**src/rtl/mpt_pkg.sv**
```systemverilog
package mpt_pkg;

  localparam int W     = 31;
  localparam int CNT_W = $clog2(W + 1);

  localparam logic [W-1:0] MOD_RESET = W'(1000000007);
  localparam logic [W-1:0] MOD_MIN   = W'(3);
  localparam logic [W-1:0] ONE       = W'(1);

  typedef enum logic [1:0] {
    OP_RED,
    OP_ACC,
    OP_SQ
  } mul_op_t;

  typedef enum logic [2:0] {
    S_IDLE,
    S_RED_GO,
    S_RED_W,
    S_CHK,
    S_ACC_W,
    S_SQ_W,
    S_FIN
  } st_t;

  typedef struct packed {
    logic    load;
    logic    mul_start;
    mul_op_t op;
    logic    exp_shift;
    logic    outer;
    logic    out_load;
  } cmd_t;

  typedef struct packed {
    logic mul_done;
    logic exp_zero;
    logic exp_bit0;
    logic tower;
    logic out_free;
  } sts_t;

endpackage

```
**src/rtl/mpt_mulmod.sv**
```systemverilog
module mpt_mulmod (
  input  logic                  clk,
  input  logic                  rst_n,
  input  logic                  start,
  input  logic [mpt_pkg::W-1:0] a,
  input  logic [mpt_pkg::W-1:0] b,
  input  logic [mpt_pkg::W-1:0] m,
  output logic                  done,
  output logic [mpt_pkg::W-1:0] res
);

  logic [mpt_pkg::W-1:0]     acc_r, a_r, b_r;
  logic [mpt_pkg::CNT_W-1:0] cnt_r;
  logic                      done_r;
  logic [mpt_pkg::W:0]       t, t1, u, u1;

  // One bit of b per cycle, MSB first: acc = 2*acc + bit*a, mod m.
  always_comb begin
    t  = {acc_r, 1'b0};
    t1 = (t >= {1'b0, m}) ? t - {1'b0, m} : t;
    u  = t1 + (b_r[mpt_pkg::W-1] ? {1'b0, a_r} : '0);
    u1 = (u >= {1'b0, m}) ? u - {1'b0, m} : u;
  end

  always_ff @(posedge clk) begin
    if (!rst_n) begin
      cnt_r  <= '0;
      done_r <= 1'b0;
    end else begin
      done_r <= 1'b0;
      if (start) begin
        cnt_r <= mpt_pkg::CNT_W'(mpt_pkg::W);
      end else if (cnt_r != '0) begin
        cnt_r <= cnt_r - 1'b1;
        if (cnt_r == mpt_pkg::CNT_W'(1)) done_r <= 1'b1;
      end
    end
  end

  always_ff @(posedge clk) begin
    if (start) begin
      acc_r <= '0;
      a_r   <= a;
      b_r   <= b;
    end else if (cnt_r != '0) begin
      acc_r <= u1[mpt_pkg::W-1:0];
      b_r   <= {b_r[mpt_pkg::W-2:0], 1'b0};
    end
  end

  assign done = done_r;
  assign res  = acc_r;

endmodule

```
**src/rtl/mpt_dp.sv**
```systemverilog
module mpt_dp (
  input  logic                  clk,
  input  logic                  rst_n,
  input  mpt_pkg::cmd_t         cmd,
  output mpt_pkg::sts_t         sts,
  input  logic                  in_action,
  input  logic [mpt_pkg::W-1:0] in_base,
  input  logic [mpt_pkg::W-1:0] in_exponent,
  input  logic                  cfg_we,
  input  logic [mpt_pkg::W-1:0] cfg_wdata,
  output logic                  out_valid,
  input  logic                  out_stall,
  output logic [mpt_pkg::W-1:0] out_residue
);

  logic [mpt_pkg::W-1:0] mod_r, m_r, acc_r, sq_r, exp_r, base_r, res_r;
  logic                  tower_r, out_valid_r;
  mpt_pkg::mul_op_t      op_r;
  logic [mpt_pkg::W-1:0] eff, mul_a, mul_b, mul_res;
  logic                  mul_done;

  assign eff = (mod_r < mpt_pkg::MOD_MIN) ? mpt_pkg::MOD_MIN : mod_r;

  always_comb begin
    unique case (cmd.op)
      mpt_pkg::OP_RED: begin
        mul_a = mpt_pkg::ONE;
        mul_b = base_r;
      end
      mpt_pkg::OP_ACC: begin
        mul_a = acc_r;
        mul_b = sq_r;
      end
      default: begin
        mul_a = sq_r;
        mul_b = sq_r;
      end
    endcase
  end

  mpt_mulmod u_mul (
    .clk   (clk),
    .rst_n (rst_n),
    .start (cmd.mul_start),
    .a     (mul_a),
    .b     (mul_b),
    .m     (m_r),
    .done  (mul_done),
    .res   (mul_res)
  );

  always_ff @(posedge clk) begin
    if (!rst_n) begin
      mod_r       <= mpt_pkg::MOD_RESET;
      out_valid_r <= 1'b0;
    end else begin
      if (cfg_we) mod_r <= cfg_wdata;
      if (cmd.out_load) out_valid_r <= 1'b1;
      else if (!out_stall) out_valid_r <= 1'b0;
    end
  end

  always_ff @(posedge clk) begin
    if (cmd.load) begin
      base_r  <= in_base;
      tower_r <= in_action;
      m_r     <= in_action ? eff - mpt_pkg::ONE : eff;
      exp_r   <= in_action ? in_base : in_exponent;
      acc_r   <= mpt_pkg::ONE;
    end else if (cmd.outer) begin
      // inner power becomes the exponent of the outer one
      m_r     <= eff;
      exp_r   <= acc_r;
      acc_r   <= mpt_pkg::ONE;
      tower_r <= 1'b0;
    end else begin
      if (cmd.exp_shift) exp_r <= exp_r >> 1;
      if (mul_done) begin
        if (op_r == mpt_pkg::OP_ACC) acc_r <= mul_res;
        else sq_r <= mul_res;
      end
    end
    if (cmd.mul_start) op_r <= cmd.op;
    if (cmd.out_load) res_r <= acc_r;
  end

  assign sts.mul_done = mul_done;
  assign sts.exp_zero = (exp_r == '0);
  assign sts.exp_bit0 = exp_r[0];
  assign sts.tower    = tower_r;
  assign sts.out_free = !out_valid_r || !out_stall;

  assign out_valid   = out_valid_r;
  assign out_residue = res_r;

endmodule

```
**src/rtl/mpt_ctrl.sv**
```systemverilog
module mpt_ctrl (
  input  logic          clk,
  input  logic          rst_n,
  input  logic          in_valid,
  output logic          in_stall,
  input  mpt_pkg::sts_t sts,
  output mpt_pkg::cmd_t cmd
);

  mpt_pkg::st_t st_r, st_nxt;

  always_ff @(posedge clk) begin
    if (!rst_n) st_r <= mpt_pkg::S_IDLE;
    else        st_r <= st_nxt;
  end

  always_comb begin
    st_nxt   = st_r;
    cmd      = '0;
    cmd.op   = mpt_pkg::OP_RED;
    in_stall = (st_r != mpt_pkg::S_IDLE);
    unique case (st_r)
      mpt_pkg::S_IDLE: begin
        if (in_valid) begin
          cmd.load = 1'b1;
          st_nxt   = mpt_pkg::S_RED_GO;
        end
      end
      mpt_pkg::S_RED_GO: begin
        cmd.mul_start = 1'b1;
        st_nxt        = mpt_pkg::S_RED_W;
      end
      mpt_pkg::S_RED_W: begin
        if (sts.mul_done) st_nxt = mpt_pkg::S_CHK;
      end
      mpt_pkg::S_CHK: begin
        priority if (sts.exp_zero) begin
          st_nxt = mpt_pkg::S_FIN;
        end else if (sts.exp_bit0) begin
          cmd.mul_start = 1'b1;
          cmd.op        = mpt_pkg::OP_ACC;
          st_nxt        = mpt_pkg::S_ACC_W;
        end else begin
          cmd.mul_start = 1'b1;
          cmd.op        = mpt_pkg::OP_SQ;
          st_nxt        = mpt_pkg::S_SQ_W;
        end
      end
      mpt_pkg::S_ACC_W: begin
        // square only reads sq, so start it as the multiply lands
        cmd.op = mpt_pkg::OP_SQ;
        if (sts.mul_done) begin
          cmd.mul_start = 1'b1;
          st_nxt        = mpt_pkg::S_SQ_W;
        end
      end
      mpt_pkg::S_SQ_W: begin
        if (sts.mul_done) begin
          cmd.exp_shift = 1'b1;
          st_nxt        = mpt_pkg::S_CHK;
        end
      end
      mpt_pkg::S_FIN: begin
        priority if (sts.tower) begin
          cmd.outer = 1'b1;
          st_nxt    = mpt_pkg::S_RED_GO;
        end else if (sts.out_free) begin
          cmd.out_load = 1'b1;
          st_nxt       = mpt_pkg::S_IDLE;
        end
      end
      default: st_nxt = mpt_pkg::S_IDLE;
    endcase
  end

endmodule

```
**src/rtl/modular_power_tower_top.sv**
```systemverilog
// Each exponentiation loads its operands, reduces the base, then squares for every exponent
// bit and multiplies for each set bit; a tower item runs two of them. One item at a time:
// the shared bit-serial modular multiplier (W = 31 bits), one operand bit per cycle, does
// every step. A finished beat waits in the output register while the next item is taken.
// Reset (synchronous, active low): modulus back to 1000000007, control idle.
module modular_power_tower_top (
  input  logic                  clk,
  input  logic                  rst_n,
  input  logic                  in_valid,
  output logic                  in_stall,
  input  logic                  in_action,
  input  logic [mpt_pkg::W-1:0] in_base,
  input  logic [mpt_pkg::W-1:0] in_exponent,
  output logic                  out_valid,
  input  logic                  out_stall,
  output logic [mpt_pkg::W-1:0] out_residue,
  input  logic                  cfg_we,
  input  logic [mpt_pkg::W-1:0] cfg_wdata
);

  mpt_pkg::cmd_t cmd;
  mpt_pkg::sts_t sts;

  mpt_ctrl u_ctrl (
    .clk      (clk),
    .rst_n    (rst_n),
    .in_valid (in_valid),
    .in_stall (in_stall),
    .sts      (sts),
    .cmd      (cmd)
  );

  mpt_dp u_dp (
    .clk         (clk),
    .rst_n       (rst_n),
    .cmd         (cmd),
    .sts         (sts),
    .in_action   (in_action),
    .in_base     (in_base),
    .in_exponent (in_exponent),
    .cfg_we      (cfg_we),
    .cfg_wdata   (cfg_wdata),
    .out_valid   (out_valid),
    .out_stall   (out_stall),
    .out_residue (out_residue)
  );

endmodule

```
**config.mk**
```make
export PLATFORM = sky130hd
export DESIGN_NAME = modular_power_tower_top
export DESIGN_NICKNAME = d
export VERILOG_FILES = /design/src/rtl/mpt_pkg.sv /design/src/rtl/mpt_mulmod.sv /design/src/rtl/mpt_dp.sv /design/src/rtl/mpt_ctrl.sv /design/src/rtl/modular_power_tower_top.sv
export SDC_FILE = /design/constraint.sdc
export NUM_CORES = 1
export LEC_CHECK = 0
export BUFFER_PORTS_ARGS = -buffer_cell sky130_fd_sc_hd__buf_2
export CAP_MARGIN = 5
export CORE_UTILIZATION = 62
export DETAILED_ROUTE_END_ITERATION = 8
export GPL_TIMING_DRIVEN = 0
export HOLD_SLACK_MARGIN = 0.06
export MAX_ROUTING_LAYER = met4
export PLACE_DENSITY = 0.82
export SETUP_SLACK_MARGIN = 0.02
export SYNTH_ARGS = -nofsm -noshare
export SYNTH_HDL_FRONTEND = slang
export SYNTH_HIERARCHICAL = 1
export SYNTH_SLANG_ARGS = --single-unit
```
**constraint.sdc**
```tcl
create_clock -name clk -period 9.9 [get_ports clk]
set_clock_uncertainty 0.2 [all_clocks]
set_input_delay 0.495 -clock clk [delete_from_list [all_inputs] [get_ports clk]]
set_output_delay 0.495 -clock clk [all_outputs]
set_load 0.02 [all_outputs]
```
Word level (Yosys, flattened, before mapping)

Index checks and enable logic that the tools add are counted.

Input bits: 99
Flip-flop bits (word level): 323
Output and inout bits: 33

Reductions and logical operators: 17
Eq/ne operators: 14
Magnitude comparators: 3
$add $sub $neg: 5
Multiplexer cells: 42
Bitwise logic cells: 5

Operators with widths:

| kind                    | number |
|---|---|
| $mux W31                | 13 |
| $ge A32 B31 Y1          | 2 |
| $pmux W31 S2            | 1 |
| $add A32 B31 Y32        | 1 |
| $mux W32                | 1 |
| $sub A32 B31 Y32        | 1 |
| $logic_not A31 Y1       | 1 |
| $lt A31 B2 Y1 const B   | 1 |
| $sub A31 B1 Y31 const B | 1 |
| $sub A31 B31 Y31        | 1 |
| $mux W3                 | 6 |
| $pmux W3 S6             | 1 |
| $mux W1                 | 13 |
| $mux W5                 | 2 |
| $eq A3 B3 Y1 const B    | 3 |
| $reduce_and A4 Y1       | 2 |
| $eq A3 B2 Y1 const B    | 2 |
| $mux W2                 | 3 |
| $ne A2 B1 Y1 const B    | 3 |
| $reduce_bool A3 Y1      | 2 |
| $eq A5 B1 Y1 const B    | 1 |
| $not A1 Y1              | 5 |
| $reduce_bool A5 Y1      | 1 |
| $sub A5 B1 Y5 const B   | 1 |
| other kinds (14)        | 18 |

Depth between registers and ports, before layout

Word-level depth: 7
Depth in mapped cells: 34

Cells and area by module

The synthesis kept the hierarchy.

By module, submodules not included:

| module     | times used | area an instance (um2) | sequential area each (um2) | cells an instance |
|---|---|---|---|---|
| mpt_dp     | 1          | 9,475.3                | 6,005.8                    | 793 |
| mpt_mulmod | 1          | 9,193.8                | 2,602.5                    | 1,062 |
| mpt_ctrl   | 1          | 335.3                  | 60.1                       | 43 |

Least setup slack after synthesis

OpenSTA, ideal clock, no wires.

Kind: reg-to-reg
Start point: register u_dp/m_r[17] (netlist bit)
End point: register u_dp.u_mul.acc_r, in the netlist u_dp/u_mul/res[2]
Path buffers: 2
Library setup time: 0.073 ns
Cell stages (with the launch flop): 33
Arrival: 6.987 ns
Slack: 2.640 ns
Cell sequence: edfxtp_1 -> inv_1 -> ha_1 -> a21oi_2 -> o2111ai_1 -> a31o_1 -> a2111o_1 -> o21ai_2 -> clkbuf_1 -> buf_1 -> nor2_1 -> ha_1 -> inv_1 -> fa_1 -> nor2b_1 -> o211ai_1 -> a21boi_0 -> o21ba_2 -> a311oi_1 -> o31ai_1 -> a21oi_1 -> xnor2_1 -> ha_1 -> nand4_2 -> or3b_1 -> or4_1 -> o311ai_1 -> o21ai_1 -> and2_4 -> nand4_1 -> nand2_2 -> or4_4 -> o211ai_2

Cells in the longest elaborated chain, start to end: 5

Ends and longest elaborated chain:

| item                                                      | line             | text |
|---|---|---|
| from (decl)                                               | mpt_dp.sv:16     | `logic [mpt_pkg::W-1:0] mod_r, m_r, acc_r, sq_r, exp_r, base_r, res_r;` |
| from (signal assigned)                                    | mpt_dp.sv:67     | `m_r <= in_action ? eff - mpt_pkg::ONE : eff;` |
| $sub A32 B31 Y32 / $ge A32 B31 Y1 (equally long branches) | mpt_mulmod.sv:20 | `t1 = (t >= {1'b0, m}) ? t - {1'b0, m} : t;` |
| $mux W32                                                  | mpt_mulmod.sv:20 |  |
| $add A32 B31 Y32                                          | mpt_mulmod.sv:21 | `u = t1 + (b_r[mpt_pkg::W-1] ? {1'b0, a_r} : '0);` |
| $ge A32 B31 Y1 / $sub A31 B31 Y31 (equally long branches) | mpt_mulmod.sv:22 | `u1 = (u >= {1'b0, m}) ? u - {1'b0, m} : u;` |
| $mux W31 *                                                | mpt_mulmod.sv:22 |  |
| to (signal assigned)                                      | mpt_mulmod.sv:46 | `acc_r <= u1[mpt_pkg::W-1:0];` |
| to (decl)                                                 | mpt_mulmod.sv:12 | `logic [mpt_pkg::W-1:0] acc_r, a_r, b_r;` |

Mark *: on every way between the ends. The rest lies on a longest branch, timed or not.
A chain may end at the register's enable or synchronous reset.

Worst setup path in the final report

Start point: register u_dp.u_mul.acc_r, in the netlist u_dp/u_mul/res[16]
End point: register u_dp.u_mul.acc_r, in the netlist u_dp/u_mul/res[2]

Cells in the longest elaborated chain, start to end: 5

Ends and longest elaborated chain:

| item                                                      | line |
|---|---|
| $sub A32 B31 Y32 / $ge A32 B31 Y1 (equally long branches) | mpt_mulmod.sv:20 |
| $mux W32 *                                                | mpt_mulmod.sv:20 |
| $add A32 B31 Y32 *                                        | mpt_mulmod.sv:21 |
| $ge A32 B31 Y1 / $sub A31 B31 Y31 (equally long branches) | mpt_mulmod.sv:22 |
| $mux W31 *                                                | mpt_mulmod.sv:22 |

Marks and branches as above.

==> flow_metrics.py <==
metrics = {
    "clock_network": {
        "cts_buffer_depth": 3,
        "clk_latency_ns": 0.53,
        "postCtsSetupBuffers": 0,
        "clock_sinks": 323,
        "cts_buffers": 35,
        "cts_htree_levels": 2,
        "clkTransAtPathRegs_ns": 0.06,
        "cts_tree": "yes",
        "cts_root_buf": "clkbuf_16",
    },
    "route": {
        "finalWirelength_um": 55700,
        "dr.pass1.iters": 5,
        "vias": 16200,
        "drc_errors": 0,
        "drt_iter0_markers": 1781,
        "ant_nets": 0,
        "via_per_inst": 6.35,
        "wl_per_cell_um": 21.9,
    },
    "worst_setup_path": {
        "worstPathRequired_ns": 10.15,
        "worst_setup_path_start_kind": "flop",
        "reg2reg_depth": 31,
        "cp_slowest_cell": "or4_1",
        "rr_startpoint": "u_dp/u_mul/res[16]",
        "end_kind": "flop",
        "crit_top_cell": "ha_1",
        "path_max_fanout": 10,
        "rr_endpoint": "u_dp/u_mul/res[2]",
        "max_stage_delay_ns": 0.61,
        "r2r_slack_ns": 0.65,
        "crit_arrival_ns": 9.51,
        "critical_path_class": "flop to flop",
    },
    "die": {
        "dieArea_um2": 31400,
        "ioPinCount": 132,
        "die_x_um": 177,
        "core-area_um2": 29900,
        "fp-row-count": 63,
        "die_y_um": 177,
        "start_util": 0.636,
    },
    "final_layout": {
        "area_growth_pct": 16.1,
        "insertedDiodeCount": 0,
        "layout_commonest_cell": "nand2_1",
        "utilization": 0.739,
        "fin_nets": 2334,
        "drive_above_1_share": 0.143,
        "final_cell_mix": "nand2_1, edfxtp_1, a21oi_1",
    },
    "logic_synthesis": {
        "yosysTopAreaCell": "edfxtp_1",
        "seq_area_frac_synth": 0.456,
        "synth_nets": 2097,
        "synthTopCellsByArea": "edfxtp_1, dfxtp_1, ha_1",
        "synth_edf_count": 220,
        "synth_top_area_share": 0.348,
        "yosysUniqueCellTypes": 87,
        "syn_avg_cell_area_um2": 10.0,
        "async_flop_share": 0,
        "synthCells": 1898,
        "synth_area_um2": 19000,
        "ys.warnings.count": 6,
        "synthFlopType": "edfxtp_1",
        "synth_seq_cells": 323,
    },
    "power": {
        "power_mw": 8.46,
        "power.density_nw_per_um2": 383,
        "vdd_drop_max_mv": 0.330,
        "p_leak_nw": 8.73,
    },
    "timing": {
        "timing.slew.headroom": 0.177,
        "setup_viol": 0,
        "setup_tns_ns": 0,
        "fmax_mhz": 108,
        "worstMarginPinSlew_ns": 1.23,
        "hold_violations": 0,
        "min_period_ns": 9.25,
        "hold_ws_ns": 0.0896,
        "drv_slew": 0,
        "timing.final.ws_setup_ns": 0.649,
        "post-route-period-util": 0.934,
        "rsz0062_at_grt": "false",
    },
    "flow_run": {
        "maxCapViolations": 0,
    },
    "placement": {
        "gp_congestion": 0.963,
        "place_hpwl_um": 40400,
        "portBuffers": 129,
        "pre_cts_slack_ns": 0.641,
    },
    "min_path": {
        "worstHoldPathType": "input port to flop",
        "min_from": "cfg_wdata[7]",
        "hold_path_depth": 3,
        "whs_endpoint": "u_dp/mod_r[7]",
    },
    "grt": {
        "antenna_found_initial": 0,
        "grt_pass1_vias": 15600,
        "grt_max_degree": 33,
        "grt_pass1_wl_um": 84300,
        "grt_overflow": 0,
        "grtUsageTotal": 0.364,
    },
    "run_status": {
        "status": "completed",
    },
}
Yosys cell counts, drive strengths merged, types with 17 or more instances:
cell type  instances
and2              40
nor3              29
clkbuf            70
inv               66
buf               17
ha                97
a21o              27
edfxtp           220
dfxtp            103
mux2              64
o21ai            129
mux2i             81
xnor2             62
nor2              90
a211oi            55
nor2b             61
xor2              45
nor4              20
nand3             19
nand2            253
a21oi            151
worst max path at each step:
stage,cells after the start,to,startpoint
global route,33,u_dp/u_mul/res[2],u_dp/m_r[1]
finish,31,u_dp/u_mul/res[2],u_dp/u_mul/res[16]
CTS,31,u_dp/u_mul/res[2],u_dp/u_mul/res[16]
global placement,31,u_dp/u_mul/res[2],u_dp/u_mul/res[16]
floorplan,32,u_dp/u_mul/res[2],u_dp/m_r[17]
detailed placement,31,u_dp/u_mul/res[2],u_dp/u_mul/res[16]
timing repair:
| item | in CTS | in global routing |
|---|---|---|
| hold buffers | 62 | 0 |
| hold endpoints to repair | 62 | 0 |
| endpoints found under the setup margin | 0 | 7 |
| gates resized for setup | 0 | 3 |
metrics by stage:
step / std cells / instance area, um2
5_1_grt: 2551 / 22100
2_1_floorplan: 1898 / 19000
3_5_place_dp: 2425 / 20300
3_3_place_gp: 2417 / 20100
4_1_cts: 2550 / 22000
6_report: 2551 / 22100
logic make-up (layout without fill, tap and decap cells):
kind of cell               count (synthesis)  in the layout  share of synthesized area
AOI/OAI and AO/OA                        475            475                      0.159
xor gates and xnor gates                 107            107                     0.0493
adders and majority gates                100            100                     0.0670
buffers and inverters                    153            416                     0.0329
DFF                                      323            323                      0.456
muxes                                    145            145                     0.0806
and+or+nand+nor                          595            595                      0.155
report_power, final:
part	internal [mW]	total, mW	switching, mW
logic	2.11	5.19	3.08
registers	1.75	1.95	0.196
clock network	0.762	1.32	0.555
total	4.63	8.46	3.84
final cells by class:
cell class                 instances  area, um2
multi-input combinational       1422       9760
inverter                          66        248
buffer                            87        380
clock buffer                      50       1000
tap                              390        488
fill                            2108       7810
sequential                       323       8670
clock inverter                    13        134
timing repair buffer             200       1390
flip-flops by register name (all words and copies together) (netlist names):
| name | cells |
|---|---|
| u_dp/acc_r | 31 |
| u_dp/sq_r | 31 |
| u_dp/out_residue | 31 |
| u_dp/out_valid | 1 |
| u_dp/base_r | 31 |
| u_dp/u_mul/a_r | 31 |
| u_dp/mod_r | 31 |
| u_dp/u_mul/done | 1 |
| u_dp/op_r | 2 |
| u_dp/u_mul/res | 31 |
| u_dp/m_r | 31 |
| u_dp/u_mul/cnt_r | 5 |
| u_dp/u_mul/b_r | 31 |
| u_dp/tower_r | 1 |
| u_dp/exp_r | 31 |
| u_ctrl/st_r | 3 |
metal layers:
metal,wire [um],track usage,vias to the layer above
met2,26800,0.587,865
met5,0,-,-
met4,1560,0.115,0
met1,22100,0.463,7785
met3,5300,0.0659,118
li1,-,-,7437
worst max-delay path: cells and delay by family (launching register included):
| kind | cells | cell delay (ns) |
|---|---|---|
| compound gates | 14 | 3.52 |
| xor+xnor | 1 | 0.15 |
| fa+ha+maj | 4 | 1.21 |
| buf+inv | 3 | 0.84 |
| flops | 1 | 0.45 |
| simple gates | 9 | 2.74 |
(Power assumes the default switching activity.)
